### src/rtl/core/mme_pkg.sv
package mme_pkg;

  // Sizes of the stores and the arithmetic.
  localparam int MAX_DIM     = 8;
  localparam int DATA_WIDTH  = 16;
  localparam int IDX_W       = (MAX_DIM > 1) ? $clog2(MAX_DIM) : 1;
  localparam int DIM_W       = $clog2(MAX_DIM + 1);
  localparam int STORE_DEPTH = MAX_DIM * MAX_DIM;
  localparam int ADDR_W      = (STORE_DEPTH > 1) ? $clog2(STORE_DEPTH) : 1;
  localparam int PROD_W      = 2 * DATA_WIDTH;
  localparam int ACC_W       = (PROD_W + IDX_W > 33) ? PROD_W + IDX_W : 33;

  // Field widths on the streams.
  localparam int ROW_W      = 3;
  localparam int COL_W      = 3;
  localparam int ELEM_W     = 16;
  localparam int RES_W      = 32;
  localparam int IN_DATA_W  = 24;
  localparam int OUT_DATA_W = 40;
  localparam int OUT_PAD_W  = OUT_DATA_W - RES_W - ROW_W - COL_W;

  // Configuration port.
  localparam int CFG_W     = 4;
  localparam int CFG_IDX_W = 2;
  localparam logic [CFG_IDX_W-1:0] CFG_ROWS    = 2'd0;
  localparam logic [CFG_IDX_W-1:0] CFG_INNER   = 2'd1;
  localparam logic [CFG_IDX_W-1:0] CFG_COLUMNS = 2'd2;

  // Matrix select codes.
  localparam logic SEL_LEFT  = 1'b0;
  localparam logic SEL_RIGHT = 1'b1;

  // Load queue between the front and the back.
  localparam int QUEUE_DEPTH = 4;
  localparam int QPTR_W      = $clog2(QUEUE_DEPTH);
  localparam int QCNT_W      = $clog2(QUEUE_DEPTH + 1);

  // Active matrix sizes after clamping.
  typedef struct packed {
    logic [DIM_W-1:0] rows;
    logic [DIM_W-1:0] inner;
    logic [DIM_W-1:0] cols;
  } dims_t;

  // One classified load item.
  typedef struct packed {
    logic                  store;
    logic                  sel;
    logic [ADDR_W-1:0]     addr;
    logic [DATA_WIDTH-1:0] value;
    logic                  done;
  } load_t;

endpackage

### src/rtl/core/mme_ram.sv
module mme_ram #(
  parameter int WIDTH = 16,
  parameter int DEPTH = 64
) (
  input  logic                     clk,
  input  logic                     we,
  input  logic [$clog2(DEPTH)-1:0] waddr,
  input  logic [WIDTH-1:0]         wdata,
  input  logic [$clog2(DEPTH)-1:0] raddr,
  output logic [WIDTH-1:0]         rdata
);

  logic [WIDTH-1:0] mem [DEPTH];

  // One write port, one registered read port.
  always_ff @(posedge clk) begin
    if (we) begin
      mem[waddr] <= wdata;
    end
    rdata <= mem[raddr];
  end

endmodule

### src/rtl/core/mme_front.sv
module mme_front import mme_pkg::*; (
  input  logic                 clk,
  input  logic                 rst,
  input  logic                 cfg_we,
  input  logic [CFG_IDX_W-1:0] cfg_index,
  input  logic [CFG_W-1:0]     cfg_data,
  input  logic                 s_tvalid,
  output logic                 s_tready,
  input  logic [IN_DATA_W-1:0] s_tdata,
  input  logic                 s_tlast,
  input  logic                 s_tuser,
  input  logic                 q_full,
  output logic                 q_push,
  output load_t                q_entry,
  output dims_t                dims
);

  localparam logic [DIM_W-1:0] DIM_RESET = DIM_W'((MAX_DIM < 8) ? MAX_DIM : 8);

  logic [ROW_W-1:0]  row;
  logic [COL_W-1:0]  col;
  logic [ELEM_W-1:0] val;
  logic [DIM_W-1:0]  lim_row;
  logic [DIM_W-1:0]  lim_col;

  // A size of zero means one; anything above the store size means the store size.
  function automatic logic [DIM_W-1:0] clamp_dim(input logic [CFG_W-1:0] v);
    if (v == '0) begin
      return DIM_W'(1);
    end else if (int'(v) > MAX_DIM) begin
      return DIM_W'(MAX_DIM);
    end else begin
      return DIM_W'(v);
    end
  endfunction

  // Size registers.
  always_ff @(posedge clk) begin
    if (rst) begin
      dims.rows  <= DIM_RESET;
      dims.inner <= DIM_RESET;
      dims.cols  <= DIM_RESET;
    end else if (cfg_we) begin
      case (cfg_index)
        CFG_ROWS:    dims.rows  <= clamp_dim(cfg_data);
        CFG_INNER:   dims.inner <= clamp_dim(cfg_data);
        CFG_COLUMNS: dims.cols  <= clamp_dim(cfg_data);
        default:     ;
      endcase
    end
  end

  // Unpack the item and check it against the active sizes.
  always_comb begin
    row = s_tdata[ROW_W-1:0];
    col = s_tdata[ROW_W+COL_W-1:ROW_W];
    val = s_tdata[ROW_W+COL_W+ELEM_W-1:ROW_W+COL_W];
    if (s_tuser == SEL_LEFT) begin
      lim_row = dims.rows;
      lim_col = dims.inner;
    end else begin
      lim_row = dims.inner;
      lim_col = dims.cols;
    end
    q_entry.store = (int'(row) < int'(lim_row)) && (int'(col) < int'(lim_col));
    q_entry.sel   = s_tuser;
    q_entry.addr  = ADDR_W'(int'(row) * MAX_DIM + int'(col));
    q_entry.value = DATA_WIDTH'(val);
    q_entry.done  = s_tlast;
  end

  // Items flow straight into the queue while it has room.
  assign s_tready = !q_full;
  assign q_push   = s_tvalid && !q_full;

endmodule

### src/rtl/core/mme_queue.sv
module mme_queue import mme_pkg::*; (
  input  logic  clk,
  input  logic  rst,
  input  logic  push,
  input  load_t push_entry,
  output logic  full,
  input  logic  pop,
  output logic  pop_valid,
  output load_t pop_entry
);

  load_t             mem [QUEUE_DEPTH];
  logic [QPTR_W-1:0] wr_ptr;
  logic [QPTR_W-1:0] rd_ptr;
  logic [QCNT_W-1:0] count;

  assign full      = (int'(count) == QUEUE_DEPTH);
  assign pop_valid = (count != '0);
  assign pop_entry = mem[rd_ptr];

  // Pointers and fill count.
  always_ff @(posedge clk) begin
    if (rst) begin
      wr_ptr <= '0;
      rd_ptr <= '0;
      count  <= '0;
    end else begin
      if (push) begin
        wr_ptr <= wr_ptr + QPTR_W'(1);
      end
      if (pop) begin
        rd_ptr <= rd_ptr + QPTR_W'(1);
      end
      if (push && !pop) begin
        count <= count + QCNT_W'(1);
      end else if (pop && !push) begin
        count <= count - QCNT_W'(1);
      end
    end
  end

  // Entry storage.
  always_ff @(posedge clk) begin
    if (push) begin
      mem[wr_ptr] <= push_entry;
    end
  end

`ifndef SYNTHESIS
  a_pop_not_empty: assert property (@(posedge clk) disable iff (rst)
    pop |-> count != '0) else $error("queue popped while empty");
  a_count_up: assert property (@(posedge clk) disable iff (rst)
    (push && !pop) |=> count == $past(count) + QCNT_W'(1))
    else $error("queue count did not follow a push");
`endif

endmodule

### src/rtl/core/mme_back.sv
module mme_back import mme_pkg::*; (
  input  logic                  clk,
  input  logic                  rst,
  input  dims_t                 dims,
  input  logic                  q_valid,
  input  load_t                 q_entry,
  output logic                  q_pop,
  output logic                  m_tvalid,
  input  logic                  m_tready,
  output logic [OUT_DATA_W-1:0] m_tdata,
  output logic                  m_tlast
);

  localparam logic [1:0] ST_IDLE = 2'd0;
  localparam logic [1:0] ST_MAC  = 2'd1;
  localparam logic [1:0] ST_OUT  = 2'd2;

  localparam logic signed [ACC_W-1:0] SAT_MAX = ACC_W'(64'sd2147483647);
  localparam logic signed [ACC_W-1:0] SAT_MIN = ACC_W'(-64'sd2147483648);

  logic [1:0]               state;
  logic [IDX_W-1:0]         r;
  logic [IDX_W-1:0]         c;
  logic [IDX_W-1:0]         k;
  logic                     issuing;
  logic                     rd_v;
  logic                     rd_last;
  logic                     prod_v;
  logic                     prod_last;
  logic signed [PROD_W-1:0] prod;
  logic signed [ACC_W-1:0]  acc;
  logic [RES_W-1:0]         sat_value;

  logic                  issue;
  logic                  issue_last;
  logic                  row_last;
  logic                  col_last;
  logic                  out_last;
  logic                  out_free;
  logic                  out_load;
  logic                  start_run;
  logic                  l_we;
  logic                  r_we;
  logic [ADDR_W-1:0]     l_raddr;
  logic [ADDR_W-1:0]     r_raddr;
  logic [DATA_WIDTH-1:0] l_q;
  logic [DATA_WIDTH-1:0] r_q;

  // Load items are popped only between runs.
  assign q_pop     = (state == ST_IDLE) && q_valid;
  assign start_run = q_pop && q_entry.done;
  assign l_we      = q_pop && q_entry.store && (q_entry.sel == SEL_LEFT);
  assign r_we      = q_pop && q_entry.store && (q_entry.sel == SEL_RIGHT);

  // Operand fetch for one step of the dot product.
  assign issue      = (state == ST_MAC) && issuing;
  assign issue_last = (int'(k) + 1 == int'(dims.inner));
  assign l_raddr    = ADDR_W'(int'(r) * MAX_DIM + int'(k));
  assign r_raddr    = ADDR_W'(int'(k) * MAX_DIM + int'(c));

  // Position and output slot.
  assign row_last = (int'(r) + 1 == int'(dims.rows));
  assign col_last = (int'(c) + 1 == int'(dims.cols));
  assign out_last = row_last && col_last;
  assign out_free = !m_tvalid || m_tready;
  assign out_load = (state == ST_OUT) && out_free;

  mme_ram #(.WIDTH(DATA_WIDTH), .DEPTH(STORE_DEPTH)) u_left_store (
    .clk   (clk),
    .we    (l_we),
    .waddr (q_entry.addr),
    .wdata (q_entry.value),
    .raddr (l_raddr),
    .rdata (l_q)
  );

  mme_ram #(.WIDTH(DATA_WIDTH), .DEPTH(STORE_DEPTH)) u_right_store (
    .clk   (clk),
    .we    (r_we),
    .waddr (q_entry.addr),
    .wdata (q_entry.value),
    .raddr (r_raddr),
    .rdata (r_q)
  );

  // Saturate the accumulated sum to a signed 32-bit result.
  always_comb begin
    if (acc > SAT_MAX) begin
      sat_value = RES_W'(SAT_MAX);
    end else if (acc < SAT_MIN) begin
      sat_value = RES_W'(SAT_MIN);
    end else begin
      sat_value = RES_W'(acc);
    end
  end

  // Sequencer over rows, columns and the inner index.
  always_ff @(posedge clk) begin
    if (rst) begin
      state    <= ST_IDLE;
      r        <= '0;
      c        <= '0;
      k        <= '0;
      issuing  <= 1'b0;
      rd_v     <= 1'b0;
      prod_v   <= 1'b0;
      m_tvalid <= 1'b0;
    end else begin
      rd_v   <= issue;
      prod_v <= rd_v;
      if (out_load) begin
        m_tvalid <= 1'b1;
      end else if (m_tvalid && m_tready) begin
        m_tvalid <= 1'b0;
      end
      case (state)
        ST_IDLE: begin
          if (start_run) begin
            state   <= ST_MAC;
            r       <= '0;
            c       <= '0;
            k       <= '0;
            issuing <= 1'b1;
          end
        end
        ST_MAC: begin
          if (issue) begin
            k <= k + IDX_W'(1);
            if (issue_last) begin
              issuing <= 1'b0;
            end
          end
          if (prod_v && prod_last) begin
            state <= ST_OUT;
          end
        end
        ST_OUT: begin
          if (out_load) begin
            if (out_last) begin
              state <= ST_IDLE;
            end else begin
              state   <= ST_MAC;
              k       <= '0;
              issuing <= 1'b1;
              if (col_last) begin
                c <= '0;
                r <= r + IDX_W'(1);
              end else begin
                c <= c + IDX_W'(1);
              end
            end
          end
        end
        default: state <= ST_IDLE;
      endcase
    end
  end

  // Multiply, accumulate and the output register.
  always_ff @(posedge clk) begin
    rd_last   <= issue_last;
    prod      <= PROD_W'($signed(l_q) * $signed(r_q));
    prod_last <= rd_last;
    if (start_run || (out_load && !out_last)) begin
      acc <= '0;
    end else if (prod_v) begin
      acc <= acc + ACC_W'(prod);
    end
    if (out_load) begin
      m_tdata <= {{OUT_PAD_W{1'b0}}, sat_value, COL_W'(c), ROW_W'(r)};
      m_tlast <= out_last;
    end
  end

`ifndef SYNTHESIS
  a_prod_in_mac: assert property (@(posedge clk) disable iff (rst)
    prod_v |-> state == ST_MAC) else $error("product arrived outside a dot product");
  a_drained_at_out: assert property (@(posedge clk) disable iff (rst)
    (state == ST_OUT) |-> (!rd_v && !prod_v && !issuing))
    else $error("pipeline not drained when the result is taken");
  a_run_ends: assert property (@(posedge clk) disable iff (rst)
    (out_load && out_last) |=> (state == ST_IDLE && m_tvalid && m_tlast))
    else $error("last result did not end the run");
`endif

endmodule

### src/rtl/core/matrix_multiply_engine.sv
// Channel   Direction  Item                        Handshake
// s_*       in         one matrix element to load  s_tvalid && s_tready
// m_*       out        one result element          m_tvalid && m_tready
// cfg_*     in         one size register write     cfg_we
//
// Loads are taken one per cycle while the four-entry load queue has room.
// Each result element takes one store read per inner step through the single
// multiply-accumulate unit, then the read and product pipeline registers, then
// a load of the output register; a run of R by C results repeats this per element.
// Reset is synchronous; the stores are not cleared and hold nothing defined.
// A stalled output holds the sequencer; loads keep filling the queue meanwhile.
module matrix_multiply_engine import mme_pkg::*; (
  input  logic                  clk,
  input  logic                  rst,
  input  logic                  cfg_we,
  input  logic [CFG_IDX_W-1:0]  cfg_index,
  input  logic [CFG_W-1:0]      cfg_data,
  input  logic                  s_tvalid,
  output logic                  s_tready,
  input  logic [IN_DATA_W-1:0]  s_tdata,   // elem_row, elem_col, elem_value, pad
  input  logic                  s_tlast,   // load_done
  input  logic                  s_tuser,   // matrix_sel
  output logic                  m_tvalid,
  input  logic                  m_tready,
  output logic [OUT_DATA_W-1:0] m_tdata,   // out_row, out_col, product_value, pad
  output logic                  m_tlast    // last_result
);

  dims_t dims;
  load_t push_entry;
  load_t pop_entry;
  logic  q_full;
  logic  q_push;
  logic  q_pop;
  logic  q_valid;

  mme_front u_front (
    .clk       (clk),
    .rst       (rst),
    .cfg_we    (cfg_we),
    .cfg_index (cfg_index),
    .cfg_data  (cfg_data),
    .s_tvalid  (s_tvalid),
    .s_tready  (s_tready),
    .s_tdata   (s_tdata),
    .s_tlast   (s_tlast),
    .s_tuser   (s_tuser),
    .q_full    (q_full),
    .q_push    (q_push),
    .q_entry   (push_entry),
    .dims      (dims)
  );

  mme_queue u_queue (
    .clk        (clk),
    .rst        (rst),
    .push       (q_push),
    .push_entry (push_entry),
    .full       (q_full),
    .pop        (q_pop),
    .pop_valid  (q_valid),
    .pop_entry  (pop_entry)
  );

  mme_back u_back (
    .clk      (clk),
    .rst      (rst),
    .dims     (dims),
    .q_valid  (q_valid),
    .q_entry  (pop_entry),
    .q_pop    (q_pop),
    .m_tvalid (m_tvalid),
    .m_tready (m_tready),
    .m_tdata  (m_tdata),
    .m_tlast  (m_tlast)
  );

endmodule
### config.mk
export PLATFORM = sky130hd
export DESIGN_NAME = matrix_multiply_engine
export DESIGN_NICKNAME = d
export VERILOG_FILES = /design/src/rtl/core/mme_pkg.sv /design/src/rtl/core/mme_ram.sv /design/src/rtl/core/mme_front.sv /design/src/rtl/core/mme_queue.sv /design/src/rtl/core/mme_back.sv /design/src/rtl/core/matrix_multiply_engine.sv
export SDC_FILE = /design/constraint.sdc
export NUM_CORES = 2
export LEC_CHECK = 0
export CAP_MARGIN = 20
export CORE_UTILIZATION = 57
export DETAILED_ROUTE_END_ITERATION = 10
export DONT_BUFFER_PORTS = 1
export PLACE_DENSITY_LB_ADDON = 0.12
export SLEW_MARGIN = 25
export SYNTH_ARGS = -nofsm -noshare
export SYNTH_HDL_FRONTEND = slang
export SYNTH_SLANG_ARGS = --single-unit
### constraint.sdc
create_clock -name clk -period 8.3 [get_ports clk]
set_input_delay 1.66 -clock clk [delete_from_list [all_inputs] [get_ports clk]]
set_output_delay 1.66 -clock clk [all_outputs]
set_load 0.01 [all_outputs]
---- Yosys cells after proc, flatten, opt, wreduce, memory -nomap -nowiden ----
Memories as Yosys holds them, arrays and structs flattened. A register that Yosys moved wholly into a read port is not among the register bits.
Index checks and enable logic that the tools add are counted.
word-level totals
  register bits ........................... 142
  bits in writable memories ............... 2148
  input port bits ......................... 37
  output and inout bits ................... 43
  logic and storage cells ................. 139
  memories ................................ 3
cells by class
  $add $sub $neg .......................... 14
  multipliers ............................. 1
  magnitude comparators ................... 5
  equal/unequal tests ..................... 15
  mux-type cells .......................... 41
  bitwise logic cells ..................... 1
  reduce and logical (&&, ||, !) cells .... 38
memories
  memory                    words  width  rd ports  clocked after memory_dff  wr ports  RTL line         source
  u_back.u_left_store.mem   64     16     1         1                         1         mme_ram.sv:13    logic [WIDTH-1:0] mem [DEPTH];
  u_back.u_right_store.mem  64     16     1         1                         1         mme_ram.sv:13
  u_queue.mem               4      25     1         1                         1         mme_queue.sv:12  load_t mem [QUEUE_DEPTH];
operator list
  cell                                                                                count
  32-bit by 5-bit equality test with 1-bit output                                     3
  3-bit two-way mux                                                                   12
  35-bit by 32-bit adder with 35-bit output                                           1
  35-bit by 32-bit greater-than comparator with 1-bit output (second input constant)  1
  35-bit by 32-bit < comparator with 1-bit output (second input constant)             1
  16-bit by 16-bit multiplier with 32-bit output                                      1
  32-bit two-way mux                                                                  1
  6-bit by 3-bit adder with 6-bit output                                              3
  4-bit two-way mux                                                                   4
  1-bit logical AND                                                                   15
  1-bit two-way mux                                                                   14
  3-bit by 1-bit adder with 3-bit output (second input constant)                      4
  3-bit by 1-bit adder with 4-bit output (second input constant)                      3
  3-bit one-hot mux with 2 select lines                                               2
  2-bit two-way mux                                                                   5
  2-bit by 1-bit inequality test with 1-bit output (second input constant)            5
  5-bit AND reduction                                                                 2
  3-bit one-hot mux with 3 select lines                                               1
  3-bit by 4-bit < comparator with 1-bit output                                       2
  2-bit one-hot mux with 3 select lines                                               1
  2-bit AND reduction                                                                 3
  6-bit AND reduction                                                                 1
  2-bit nonzero test                                                                  3
  3-bit nonzero test                                                                  2
  other kinds (15)                                                                    25

---- Logic depth before layout (Yosys ltp) ----
  depth after elaboration ................. 7
  gate-level depth with buffers ........... 24
  gate-level depth less buffers ........... 22

---- Hierarchy ----
From an unflattened synthesis, not the netlist that was laid out.
second synthesis, totals
  cell total of the unflattened synthesis .. 5605
  area, all modules ....................... 100810.4 um^2
by module, submodules not included
  module     instances  cells each  area each (um^2)
  mme_ram    2          1829        40042.2
  mme_back   1          1679        15770.1
  mme_queue  1          175         4081.4
  mme_front  1          93          874.6

---- Worst setup path before layout ----
Ideal clock, no wire load.
  kind .................................... flip-flop to flip-flop
  from .................................... register u_back.u_left_store.rdata[15] (read register of u_back.u_left_store.mem)
  to ...................................... register u_back.prod[30]
  library setup time ...................... 0.062 ns
  arrival ................................. 5.688 ns
  path slack .............................. 2.550 ns
  stages on the path, launching flop included .. 23
  path buffers ............................ 2
  period minus slack after synthesis ...... 5.750 ns
  path through ............................ dfxtp_1 clkbuf_1 nand2_1 inv_1 fa_1 fa_1 fa_1 fa_1 fa_1 inv_1 fa_1 inv_1 ha_1 clkbuf_1 a21o_1 a21o_1 a21o_1 a21oi_1 o21ai_0 a31oi_1 nand3_1 a211o_1 nand3_1
on the way
  longest elaborated chain between the ends .. 1
ends and longest elaborated chain
  what                                            RTL line         source
  from (decl)                                     mme_ram.sv:10    output logic [WIDTH-1:0] rdata
  16-bit by 16-bit multiplier with 32-bit output  mme_back.sv:162  prod <= PROD_W'($signed(l_q) * $signed(r_q));
  to (signal assigned)                            mme_back.sv:162
  to (decl)                                       mme_back.sv:30   logic signed [PROD_W-1:0] prod;
No other way between the ends.
A chain may end at the register's enable or synchronous reset.

---- Final worst setup path ----
  from .................................... register u_back.u_left_store.rdata[10] (read register of u_back.u_left_store.mem)
  to ...................................... register u_back.prod[30]
Same word-level chain as after synthesis.

==> flow_summary.json <==
{
  "cp_max_fo": 16,
  "end_kind": "flop",
  "gp_congestion": 0.8396,
  "max_cap_viol_count": 0,
  "portBuffers": 0,
  "rsz0062_at_grt": "no",
  "critPathLaunchType": "flop",
  "synth.avg_cell_area_um2": 18.75,
  "core_area_um2": 173600,
  "p_leak_nw": 36.37,
  "cpMostUsedCell": "fa_1",
  "grt_max_degree": 164,
  "skew_ps": 83.95,
  "seq_area_frac_synth_pct": 68.68,
  "power_frac_clock_pct": 23.9,
  "synth_cells": 5312,
  "p_sw_w": 0.01537,
  "path_clk_slew_ps": 70,
  "fin_crit_sh_pct": 78.77,
  "hold_viol": 0,
  "slowest_stage": "dfxtp_1",
  "syn_to_final_growth_pct": 10.97,
  "cp.arrival_ps": 7310,
  "die-area_um2": 176400,
  "postCtsSetupRepairBufs": 0,
  "io_pins": 80,
  "gr-total-overflow": 0,
  "finalSetupTns_ps": 0,
  "setup_viol": 0,
  "fin_nets": 5907,
  "switching_share_pct": 35.65,
  "hpwl_mm": 138.4,
  "cts_root_buf": "clkbuf_16",
  "period_minus_slack_ps": 6538,
  "rrSetupSlack_ps": 1760,
  "grt.total_usage_pct": 26.47,
  "path_class": "flop to flop",
  "worst_slew_pin_slew_ps": 1116,
  "slew-limit-headroom_pct": 25.60,
  "antenna_found_initial": 7,
  "fmax_mhz": 153.0,
  "die_w_um": 420.0,
  "dp.cells": 7573,
  "seqPwrFrac_pct": 35.1,
  "min_path_type": "flop to flop",
  "wl_per_cell_um": 28.60,
  "vdd_drop_max_mv": 1.088,
  "dr.pass1.iters": 6,
  "cts_inserted_buffers": 227,
  "netlist_area_um2": 99610,
  "drive_above_1_share_pct": 20.50,
  "slowest_delay_ps": 780,
  "antenna_left": 0,
  "comb_power_share_pct": 41.0,
  "drc": 0,
  "hold_buffers": 0,
  "synth-async-reset-ratio_pct": 0,
  "n_fill_cell": 11910,
  "wirelength_mm": 228.9,
  "finalNonFillerCells": 8006,
  "synth-main-ff-cell": "edfxtp_1",
  "worstSkewPairLatency_ps": 900,
  "start_util_pct": 57.37,
  "p_int_w": 0.02774,
  "cp_cell_sequence": "nand2_1 > fa_1 > fa_1 > fa_1 > fa_1 > inv_1 > fa_1 > fa_1 > ha_1 > a21o_1 > a21o_1 > a21oi_1 > o32ai_1 > a221o_1 > a31oi_1 > nand3_1 > a211o_1 > nand3_1",
  "slew_viol_final": 0,
  "status": "finished, final reports clean",
  "num_rows": 153,
  "num_vias": 49230,
  "grt_pass1_wl_mm": 335.3,
  "die_h_um": 420.0,
  "cts_tree": "yes",
  "htreeDepth": 4,
  "cts_sinks": 2324,
  "synth.distinct_cells": 77,
  "synth-edff-count": 2187,
  "vias_per_cell": 6.149,
  "ys_seq_elements": 2324,
  "clockBufferDepth": 3,
  "ctsResizeCount": 0,
  "power_density_nw_per_um2": 389.9,
  "drt_iter0_markers": 5286,
  "crit_family": "adder cells",
  "crit_required_ps": 9070,
  "first_global_vias": 49470,
  "yosys_warnings": 0,
  "path_buf_inv": 1,
  "holdWs_ps": 326.5
}
final timing paths:
check	startpoint	endpoint	depth (start not counted)
worst min register to register	u_back.rd_last	u_back.prod_last	0
worst min-delay path	u_back.rd_last	u_back.prod_last	0
worst max-delay path	u_back.u_left_store.rdata[10]	u_back.prod[30]	18
worst max register to register	u_back.u_left_store.rdata[10]	u_back.prod[30]	18
cell families after synthesis:
group | Yosys count | synth area share, %
AO/OA/AOI/OAI | 470 | 3.031
XOR/XNOR | 74 | 0.6507
adder cells (fa/ha/maj) | 392 | 6.914
buffers and inverters | 577 | 2.399
flip-flops | 2324 | 68.68
multiplexers | 764 | 14.98
other | 1 | 0.003765
AND/OR/NAND/NOR | 710 | 3.341
flip-flops by register name, indices dropped and copies added (netlist names), 2 cells and up, named ones only:
name	cells
u_front.dims	12
u_back.u_left_store.rdata	16
u_queue.wr_ptr	2
u_queue.rd_ptr	2
u_queue.mem	100
u_back.r	3
u_back.u_left_store.mem	1024
u_queue.count	3
u_back.c	3
u_back.acc	35
u_back.prod	32
u_back.k	3
u_back.m_tdata	38
u_back.u_right_store.mem	1024
u_back.u_right_store.rdata	16
u_back.state	2
area by class of cell:
type,count,area (µm²),share of cell area [%]
antenna,4,10.01,0.009055
clock buffer,285,5959,5.391
clock inverter,143,1558,1.409
inverter,321,1205,1.090
multi-input combinational,2412,28890,26.13
sequential,2324,68450,61.92
tap,2325,2909,2.632
timing repair buffer,192,1562,1.413
power by group through the flow:
stage | Clock [W] | Combinational (W) | Sequential (W)
2_1_floorplan | 0 | 0.0131 | 0.0152
3_3_place_gp | 0 | 0.0174 | 0.0154
3_5_place_dp | 0 | 0.0177 | 0.0154
4_1_cts | 0.0104 | 0.0178 | 0.0151
5_1_grt | 0.0109 | 0.0198 | 0.0152
6_report | 0.0103 | 0.0177 | 0.0151
Yosys cell counts (all sizes together) (8+ instances only):
cell type | n | area [µm²]
ha | 128 | 1602
o221ai | 32 | 280.3
mux4 | 578 | 13020
mux2 | 32 | 360.3
nand4 | 9 | 56.30
nand2b | 20 | 125.1
a31oi | 18 | 112.6
a211oi | 28 | 220.2
mux2i | 154 | 1541
a21oi | 148 | 748.2
o22ai | 47 | 294.0
edfxtp | 2187 | 65670
nor2 | 231 | 869.6
a21o | 62 | 465.5
xor2 | 26 | 227.7
o21bai | 10 | 75.07
nor3 | 22 | 115.1
buf | 103 | 610.6
a211o | 8 | 70.07
and3 | 9 | 56.30
dfxtp | 137 | 2743
nand3 | 22 | 110.1
nor2b | 19 | 118.9
and2 | 129 | 807.0
o21ai | 80 | 400.4
fa | 264 | 5285
nand2 | 215 | 807.0
inv | 321 | 1205
nand3b | 8 | 60.06
clkbuf | 153 | 574.3
xnor2 | 48 | 420.4
metal layers:
| layer | track usage, % | routed length [µm] |
|---|---|---|
| met2 | 42.17 | 111900 |
| met4 | 6.347 | 4805 |
| met5 | 0 | 54 |
| met1 | 38.93 | 96640 |
| met3 | 4.063 | 15550 |
metrics by stage:
step                      utilization [%]  total power (W)  instance area (µm²)  setup slack [ps]
after CTS                           63.62          0.04342               110500              1747
after detailed placement            59.29          0.03310               102900              1820
final                               63.66          0.04310               110500              1762
after global placement              59.27          0.03276               102900              1864
after floorplan                         -          0.02830                99610              2550
after global routing                63.66          0.04585               110500              1514
layout by cell type (no fill, tap or decap), drive strengths merged, types with 6 or more instances in the layout:
cell type,netlist,routed
a211o,8,8
a211oi,28,28
a21o,62,62
a21oi,148,148
a31oi,18,18
and2,129,129
and3,9,9
buf,103,192
bufinv,0,23
clkbuf,153,285
clkinv,0,110
dfxtp,137,137
edfxtp,2187,2187
fa,264,264
ha,128,128
inv,321,326
mux2,32,32
mux2i,154,154
mux4,578,578
nand2,215,215
nand2b,20,20
nand3,22,22
nand3b,8,8
nand4,9,9
nor2,231,231
nor2b,19,19
nor3,22,22
nor3b,6,6
o21a,6,6
o21ai,80,80
o21bai,10,10
o221ai,32,32
o22ai,47,47
xnor2,48,48
xor2,26,26
Power figures use the tool's default switching activity.
